File: src/hw/rtl/bsd_pkg.sv
package bsd_pkg;

    localparam int CHANNELS = 8;
    localparam int BASE_W   = 18;
    localparam int RUN_W    = 8;
    localparam int STATUS_W = 2;
    localparam int MASK_W   = 8;
    localparam int CFG_W    = 18;
    localparam int CFG_AW   = 2;
    localparam int IN_W     = CHANNELS * BASE_W;
    localparam int OUT_W    = 16;

    localparam logic [RUN_W-1:0] RUN_MAX   = {RUN_W{1'b1}};
    localparam logic [RUN_W-1:0] RUN_ONE   = RUN_W'(1);
    localparam logic [RUN_W-1:0] MIN_COUNT = RUN_W'(2);

    localparam logic [MASK_W-1:0] MASK_RST  = {MASK_W{1'b1}};
    localparam logic [BASE_W-1:0] TOL_RST   = BASE_W'(16);
    localparam logic [RUN_W-1:0]  COUNT_RST = RUN_W'(2);

    typedef logic [BASE_W-1:0] t_base;

    typedef enum logic [STATUS_W-1:0] {
        ST_COLLECT = 2'd0,
        ST_SETTLED = 2'd1,
        ST_FAIL    = 2'd2,
        ST_BAD_CFG = 2'd3
    } t_status;

    typedef enum logic [CFG_AW-1:0] {
        REG_MASK  = 2'd0,
        REG_TOL   = 2'd1,
        REG_COUNT = 2'd2
    } t_reg_idx;

    typedef struct packed {
        t_status          status;
        logic [RUN_W-1:0] run_length;
    } t_result;

    typedef struct packed {
        logic [MASK_W-1:0] mask;
        t_base             tol;
        logic [RUN_W-1:0]  count;
    } t_cfg;

endpackage

File: src/hw/rtl/bsd_lane.sv
module bsd_lane (
    input  logic          i_clk,
    input  logic          i_upd,
    input  logic          i_en,
    input  bsd_pkg::t_base i_cur,
    input  bsd_pkg::t_base i_tol,
    output logic          o_ok
);
    import bsd_pkg::*;

    t_base r_prev;
    t_base diff;

    always_comb begin
        if (i_cur > r_prev) begin
            diff = i_cur - r_prev;
        end else begin
            diff = r_prev - i_cur;
        end
        o_ok = !i_en || (diff <= i_tol);
    end

    always_ff @(posedge i_clk) begin
        if (i_upd) begin
            r_prev <= i_cur;
        end
    end

endmodule

File: src/hw/rtl/bsd_merge.sv
module bsd_merge (
    input  logic                           i_clk,
    input  logic                           i_rst_n,
    input  logic                           i_accept,
    input  logic                           i_start,
    input  logic                           i_last,
    input  logic [bsd_pkg::CHANNELS-1:0]   i_ok,
    input  bsd_pkg::t_cfg                  i_cfg,
    output logic                           o_upd,
    output bsd_pkg::t_result               o_res
);
    import bsd_pkg::*;

    logic [RUN_W-1:0] r_run;
    logic [RUN_W-1:0] n_run;
    logic             r_settled;
    logic             n_settled;
    logic [RUN_W-1:0] run_step;
    logic             cfg_bad;
    logic             stable;

    always_comb begin
        cfg_bad   = (i_cfg.mask[CHANNELS-1:0] == '0) || (i_cfg.count < MIN_COUNT);
        stable    = &i_ok;
        run_step  = stable ? ((r_run < RUN_MAX) ? r_run + RUN_ONE : r_run) : RUN_ONE;
        n_run     = r_run;
        n_settled = r_settled;
        o_upd     = 1'b0;
        o_res.status     = ST_BAD_CFG;
        o_res.run_length = r_run;
        if (cfg_bad) begin
            o_res.status = ST_BAD_CFG;
        end else if (i_start || r_run == '0) begin
            o_upd            = 1'b1;
            n_settled        = 1'b0;
            o_res.run_length = RUN_ONE;
            o_res.status     = i_last ? ST_FAIL : ST_COLLECT;
            n_run            = i_last ? '0 : RUN_ONE;
        end else if (r_settled) begin
            o_res.status = ST_SETTLED;
        end else begin
            o_upd            = 1'b1;
            o_res.run_length = run_step;
            if (run_step >= i_cfg.count) begin
                n_settled    = 1'b1;
                o_res.status = ST_SETTLED;
                n_run        = run_step;
            end else begin
                o_res.status = i_last ? ST_FAIL : ST_COLLECT;
                n_run        = i_last ? '0 : run_step;
            end
        end
        o_upd = o_upd && i_accept;
    end

    always_ff @(posedge i_clk) begin
        if (!i_rst_n) begin
            r_run     <= '0;
            r_settled <= 1'b0;
        end else if (i_accept) begin
            r_run     <= n_run;
            r_settled <= n_settled;
        end
    end

endmodule

File: src/hw/rtl/baseline_settling_detector.sv
// Results are registered in the output entry, or in the skid entry when it is full.
// Throughput: one measurement per cycle while o_s_tready is high; the run
// counter and the stored baselines update in the same cycle, from eight compare
// lanes and one merge. A two-entry output stage keeps input ready while one
// result waits. Reset (synchronous, active low) clears the run state and
// output valids and restores mask 255, tolerance 16, stable count 2.
module baseline_settling_detector (
    input  logic                          i_clk,
    input  logic                          i_rst_n,
    input  logic                          i_s_tvalid,
    output logic                          o_s_tready,
    input  logic [bsd_pkg::IN_W-1:0]      i_s_tdata,   // ch0_baseline .. ch7_baseline
    input  logic                          i_s_tlast,   // last
    input  logic                          i_s_tuser,   // start_req
    output logic                          o_m_tvalid,
    input  logic                          i_m_tready,
    output logic [bsd_pkg::OUT_W-1:0]     o_m_tdata,   // status, run_length, zero pad
    input  logic                          i_cfg_we,
    input  logic [bsd_pkg::CFG_AW-1:0]    i_cfg_addr,
    input  logic [bsd_pkg::CFG_W-1:0]     i_cfg_wdata
);
    import bsd_pkg::*;

    t_cfg                r_cfg;
    t_result             res;
    t_result             r_out_res;
    t_result             n_out_res;
    t_result             r_skid_res;
    t_result             n_skid_res;
    logic                r_out_valid;
    logic                n_out_valid;
    logic                r_skid_valid;
    logic                n_skid_valid;
    logic                s_accept;
    logic                m_take;
    logic                upd;
    logic [CHANNELS-1:0] ok;

    assign o_s_tready = !r_skid_valid;
    assign s_accept   = i_s_tvalid && o_s_tready;
    assign m_take     = r_out_valid && i_m_tready;
    assign o_m_tvalid = r_out_valid;
    assign o_m_tdata  = {{(OUT_W - RUN_W - STATUS_W){1'b0}},
                         r_out_res.run_length, r_out_res.status};

    always_ff @(posedge i_clk) begin
        if (!i_rst_n) begin
            r_cfg.mask  <= MASK_RST;
            r_cfg.tol   <= TOL_RST;
            r_cfg.count <= COUNT_RST;
        end else if (i_cfg_we) begin
            case (i_cfg_addr)
                REG_MASK:  r_cfg.mask  <= i_cfg_wdata[MASK_W-1:0];
                REG_TOL:   r_cfg.tol   <= i_cfg_wdata[BASE_W-1:0];
                REG_COUNT: r_cfg.count <= i_cfg_wdata[RUN_W-1:0];
                default: begin
                end
            endcase
        end
    end

    for (genvar c = 0; c < CHANNELS; c++) begin : g_lane
        bsd_lane u_lane (
            .i_clk (i_clk),
            .i_upd (upd),
            .i_en  (r_cfg.mask[c]),
            .i_cur (i_s_tdata[c*BASE_W +: BASE_W]),
            .i_tol (r_cfg.tol),
            .o_ok  (ok[c])
        );
    end

    bsd_merge u_merge (
        .i_clk    (i_clk),
        .i_rst_n  (i_rst_n),
        .i_accept (s_accept),
        .i_start  (i_s_tuser),
        .i_last   (i_s_tlast),
        .i_ok     (ok),
        .i_cfg    (r_cfg),
        .o_upd    (upd),
        .o_res    (res)
    );

    always_comb begin
        n_out_valid  = r_out_valid;
        n_out_res    = r_out_res;
        n_skid_valid = r_skid_valid;
        n_skid_res   = r_skid_res;
        if (m_take) begin
            n_out_valid = 1'b0;
        end
        if (!n_out_valid && r_skid_valid) begin
            n_out_res    = r_skid_res;
            n_out_valid  = 1'b1;
            n_skid_valid = 1'b0;
        end
        if (s_accept) begin
            if (!n_out_valid) begin
                n_out_res   = res;
                n_out_valid = 1'b1;
            end else begin
                n_skid_res   = res;
                n_skid_valid = 1'b1;
            end
        end
    end

    always_ff @(posedge i_clk) begin
        if (!i_rst_n) begin
            r_out_valid  <= 1'b0;
            r_skid_valid <= 1'b0;
        end else begin
            r_out_valid  <= n_out_valid;
            r_skid_valid <= n_skid_valid;
        end
    end

    always_ff @(posedge i_clk) begin
        r_out_res  <= n_out_res;
        r_skid_res <= n_skid_res;
    end

    a_skid_behind_out: assert property (@(posedge i_clk) disable iff (!i_rst_n)
        r_skid_valid |-> r_out_valid)
        else $error("skid entry held without an output entry");

    a_accept_fills_out: assert property (@(posedge i_clk) disable iff (!i_rst_n)
        s_accept |=> r_out_valid)
        else $error("accepted transaction produced no output");

    a_run_nonzero: assert property (@(posedge i_clk) disable iff (!i_rst_n)
        (s_accept && res.status != ST_BAD_CFG) |-> (res.run_length != '0))
        else $error("zero run length on a valid step");

endmodule
File: config.mk
export PLATFORM = sky130hd
export DESIGN_NAME = baseline_settling_detector
export DESIGN_NICKNAME = d
export VERILOG_FILES = /design/src/hw/rtl/bsd_pkg.sv /design/src/hw/rtl/bsd_lane.sv /design/src/hw/rtl/bsd_merge.sv /design/src/hw/rtl/baseline_settling_detector.sv
export SDC_FILE = /design/constraint.sdc
export NUM_CORES = 1
export LEC_CHECK = 0
export ABC_CLOCK_PERIOD_IN_PS = 8800
export BUFFER_PORTS_ARGS = -buffer_cell sky130_fd_sc_hd__buf_2
export CAP_MARGIN = 10
export CORE_UTILIZATION = 39
export CTS_BUF_LIST = sky130_fd_sc_hd__clkbuf_2
export CTS_CLUSTER_DIAMETER = 60
export DETAILED_ROUTE_END_ITERATION = 8
export SLEW_MARGIN = 20
export SYNTH_ARGS = -nofsm -noshare
export SYNTH_HDL_FRONTEND = slang
export SYNTH_HIERARCHICAL = 1
export SYNTH_SLANG_ARGS = --single-unit
File: constraint.sdc
create_clock -name i_clk -period 8.8 [get_ports i_clk]
set_input_delay 0.88 -clock i_clk [delete_from_list [all_inputs] [get_ports i_clk]]
set_output_delay 0.88 -clock i_clk [all_outputs]
set_load 0.01 [all_outputs]
==> reports/metrics.yaml <==
setup_path:
  cpPeakStageDelay_ns: 0.67
  reg2reg_slack_ns: 1.76
  crit_cells: 29
  cpLargestDelayFamily: "compound AO/OA/AOI/OAI gates"
  crit_fanout: 14
  cp_slowest_cell: "o311ai_0"
  arrival_ns: 8.14
  crit_type: "in -> reg"
  r2r_cells: 26
  critPathLaunchType: "input pin"
  required_ns: 9.74
  cp.buffers_inverters: 5
  r2r_start: "g_lane[2].u_lane/r_prev[9]"
  rr_endpoint: "u_merge/r_run[3]"
  endpoint_kind: "register"
power:
  p_leak_nw: 13.6
  internal-power_mw: 2.27
  power_frac_seq: 0.297
  peakVddDrop_uv: 69.4
  p_per_area_mw_per_mm2: 134
  p_comb_frac: 0.492
  p_clk_frac: 0.211
  p_sw_mw: 1.63
  p_total_mw: 3.89
  swShare: 0.418
global_routing:
  grt_pass1_wl_um: 113000
  track_usage: 0.211
  gr-total-overflow: 0
  grt_pass1_vias: 21600
  grt_max_degree: 72
  antenna_found_initial: 10
logic_synthesis:
  synth.mux.area_fraction: 0.0425
  ys_ff_latch: 209
  synthXorXnorAreaFrac: 0.0443
  yosysSeqAreaShare: 0.225
  netlist_area_mm2: 0.0255
  synthFlopType: "edfxtp_1"
  synthAdderAreaFrac: 0.226
  syn_inst: 2990
  synth_warnings: 6
  synthSimpleGateAreaFrac: 0.122
  synth_compound_gate_area_share: 0.237
  netlist-cell-type-count: 94
  synth-async-reset-ratio: 0
  synth_edf_count: 154
  synth_top_family_by_area: "compound AO/OA/AOI/OAI gates"
  synth.avg_cell_area_um2: 8.52
final_layout:
  drive_above_1_share: 0.124
  area_growth_pct: 13.7
  num-fill-cells: 6541
  final_nets: 3906
  instances_no_fill: 4202
sta:
  final-hold-violation-count: 0
  slew_viol_final: 0
  layout_setup_ws_ns: 1.60
  fin_crit_sh: 0.819
  setup_viol: 0
  fin_crit_ns: 7.20
  rsz0062_at_grt: "no"
  setup_tns_ns: 0
  max_freq_ghz: 0.139
  max_slew_margin: 0.308
  worst_pin_slew_ns: 1.04
  finClkSkew_ns: 0.0783
floorplan:
  rows: 93
  die_w_um: 258
  io_pins: 189
  fp.coreArea_mm2: 0.0645
  initial_core_util: 0.395
  die_height_um: 258
  die_area_mm2: 0.0664
min_path:
  min-delay-start: "i_cfg_wdata[4]"
  hold_path_end: "r_cfg[12]"
  hp-class: "in -> reg"
  min_path_cells: 3
drt:
  vias: 22100
  drt-total-wl_um: 70400
  ant_nets: 0
  drc_errors: 0
  dr.pass1.iters: 5
  wire_per_inst_um: 16.8
  via_per_inst: 5.25
  drt_iter0_drc: 1222
cts:
  root_buffer: "clkbuf_2"
  insertion_delay_ns: 1.07
  cts_made_buffers: 70
  cts_max_path_buffers: 3
  cts_resized: 0
  clk_pin_slew_worst_paths_ns: 0.10
  cts_tree: "yes"
  htree_num_levels: 3
  cts.sinks: 209
place:
  dp_hpwl_um: 53000
  dp_slack_ns: 1.14
  gp_congestion: 0.908
  placed_cells_incl_taps: 3918
  port_buffers: 182
outcome:
  status: "finished clean"
run:
  cap_violations: 0
[sequential cells by signal, summed over array words and instances, names as in the netlist]
name	count
g_lane.u_lane/r_prev	144
o_m_tdata	10
o_m_tvalid	1
r_cfg	34
r_skid_res	10
r_skid_valid	1
u_merge/r_run	8
u_merge/r_settled	1
[per-stage QoR]
step	utilization	hold WS (ns)	instance area [um^2]
2_1_floorplan	-	0.455	25500
3_3_place_gp	0.416	0.473	26800
5_1_grt	0.449	0.00300	29000
4_1_cts	0.449	0.00324	28900
6_report	0.449	0.108	29000
3_5_place_dp	0.416	0.468	26800
[cell families (layout without fill, tap and decap cells)]
group,after synthesis,after routing
AO/OA/AOI/OAI,881,881
buffers and inverters,616,958
AND/OR/NAND/NOR,597,597
adder cells (fa/ha/maj),450,450
flip-flops,209,209
XOR/XNOR,129,129
multiplexers,107,107
other,1,16
[worst register-to-register path: stages (launching register included)]
cell      delay (ns)
edfxtp_1        0.39
ha_1            0.56
nand2_2         0.11
o21ai_1         0.21
a211oi_2        0.12
a211oi_4        0.63
buf_4           0.36
mux2i_1         0.24
xor2_1          0.24
ha_1            0.29
a21o_1          0.18
a21o_1          0.16
a21oi_1         0.14
a31oi_1         0.11
o311ai_0        0.67
nand4_1         0.34
nor2_1          0.31
o21ai_0         0.13
a31o_2          0.25
inv_1           0.06
ha_1            0.23
a21o_1          0.16
a31oi_1         0.16
o211ai_1        0.13
maj3_2          0.37
o211ai_4        0.30
o21ai_0         0.14
[worst max path at each step]
stage,endpoint,from,slack [ns]
after global routing,u_merge/r_run[3],i_s_tdata[46],1.34
after global placement,u_merge/r_run[7],i_s_tdata[0],1.30
after detailed placement,u_merge/r_run[3],i_s_tdata[45],1.14
after CTS,u_merge/r_run[3],i_s_tdata[45],1.80
final,u_merge/r_run[3],i_s_tdata[46],1.60
after floorplan,r_skid_res[9],i_s_tdata[72],2.30
[final cells by class]
cell class | count | area (um^2) | share of cell area
antenna | 10 | 25.0 | 0.000864
clock inverter | 26 | 126 | 0.00436
inverter | 481 | 1810 | 0.0623
multi-input combinational | 2170 | 17200 | 0.592
tap | 855 | 1070 | 0.0369
sequential | 209 | 5730 | 0.198
timing repair buffer | 354 | 2580 | 0.0891
clock buffer | 97 | 485 | 0.0168
[power groups by stage]
stage / clock network [mW] / logic (mW) / registers [mW]
after floorplan: 0 / 1.44 / 1.18
after global placement: 0 / 1.84 / 1.18
after detailed placement: 0 / 1.85 / 1.18
after CTS: 0.876 / 1.92 / 1.16
after global routing: 0.914 / 2.16 / 1.16
final: 0.821 / 1.92 / 1.16
[cells in the mapped netlist, types with 14 or more instances]
| master | number | area, um^2 |
|---|---|---|
| nor3_1 | 24 | 120 |
| and2_1 | 19 | 119 |
| clkbuf_1 | 56 | 210 |
| o21a_1 | 33 | 248 |
| a21boi_0 | 16 | 120 |
| nor4_1 | 19 | 119 |
| a21o_1 | 152 | 1140 |
| a21oi_1 | 259 | 1300 |
| o211ai_1 | 25 | 188 |
| buf_2 | 21 | 105 |
| xor2_1 | 51 | 447 |
| edfxtp_1 | 154 | 4620 |
| a211oi_1 | 37 | 278 |
| nand2_1 | 175 | 657 |
| fa_1 | 16 | 320 |
| dfxtp_1 | 55 | 1100 |
| o21ai_0 | 158 | 791 |
| xnor2_1 | 78 | 683 |
| nor2b_1 | 33 | 206 |
| buf_6 | 21 | 236 |
| nand3_1 | 76 | 380 |
| nor2_1 | 77 | 289 |
| nand4_1 | 82 | 513 |
| o21ai_1 | 14 | 70.1 |
| buf_4 | 31 | 233 |
| and3_1 | 14 | 87.6 |
| mux2i_1 | 97 | 971 |
| inv_1 | 481 | 1810 |
| ha_1 | 433 | 5420 |
| o31ai_1 | 14 | 105 |
| a31oi_1 | 20 | 125 |
| nand2b_1 | 17 | 106 |
[routing by layer]
layer / vias to the layer above / track usage / share of wire
met5: - / 0 / 0.00014
met4: 2 / 0.0726 / 0.029
met3: 123 / 0.0354 / 0.045
met2: 536 / 0.355 / 0.47
met1: 10200 / 0.271 / 0.46
li1: 11200 / - / -
[placed cells by master, fill, tap and decap left out, types with 20 or more instances in the layout]
cell type,netlist,routed
a211oi_1,37,37
a21o_1,152,152
a21oi_1,259,258
a31oi_1,20,20
buf_2,21,182
buf_4,31,21
clkbuf_2,5,97
dfxtp_1,55,55
dlygate4sd3_1,0,151
edfxtp_1,154,154
ha_1,433,433
inv_1,481,481
mux2i_1,97,97
nand2_1,175,175
nand3_1,76,76
nand4_1,82,82
nor2_1,77,77
nor2b_1,33,33
nor3_1,24,24
o211ai_1,25,25
o21a_1,33,33
o21ai_0,158,158
xnor2_1,78,78
xor2_1,51,51
[repair_timing]
action,CTS,global route
buffers inserted,0,0
hold buffers,151,0
hold endpoints to repair,152,0
(Power assumes the default switching activity.)
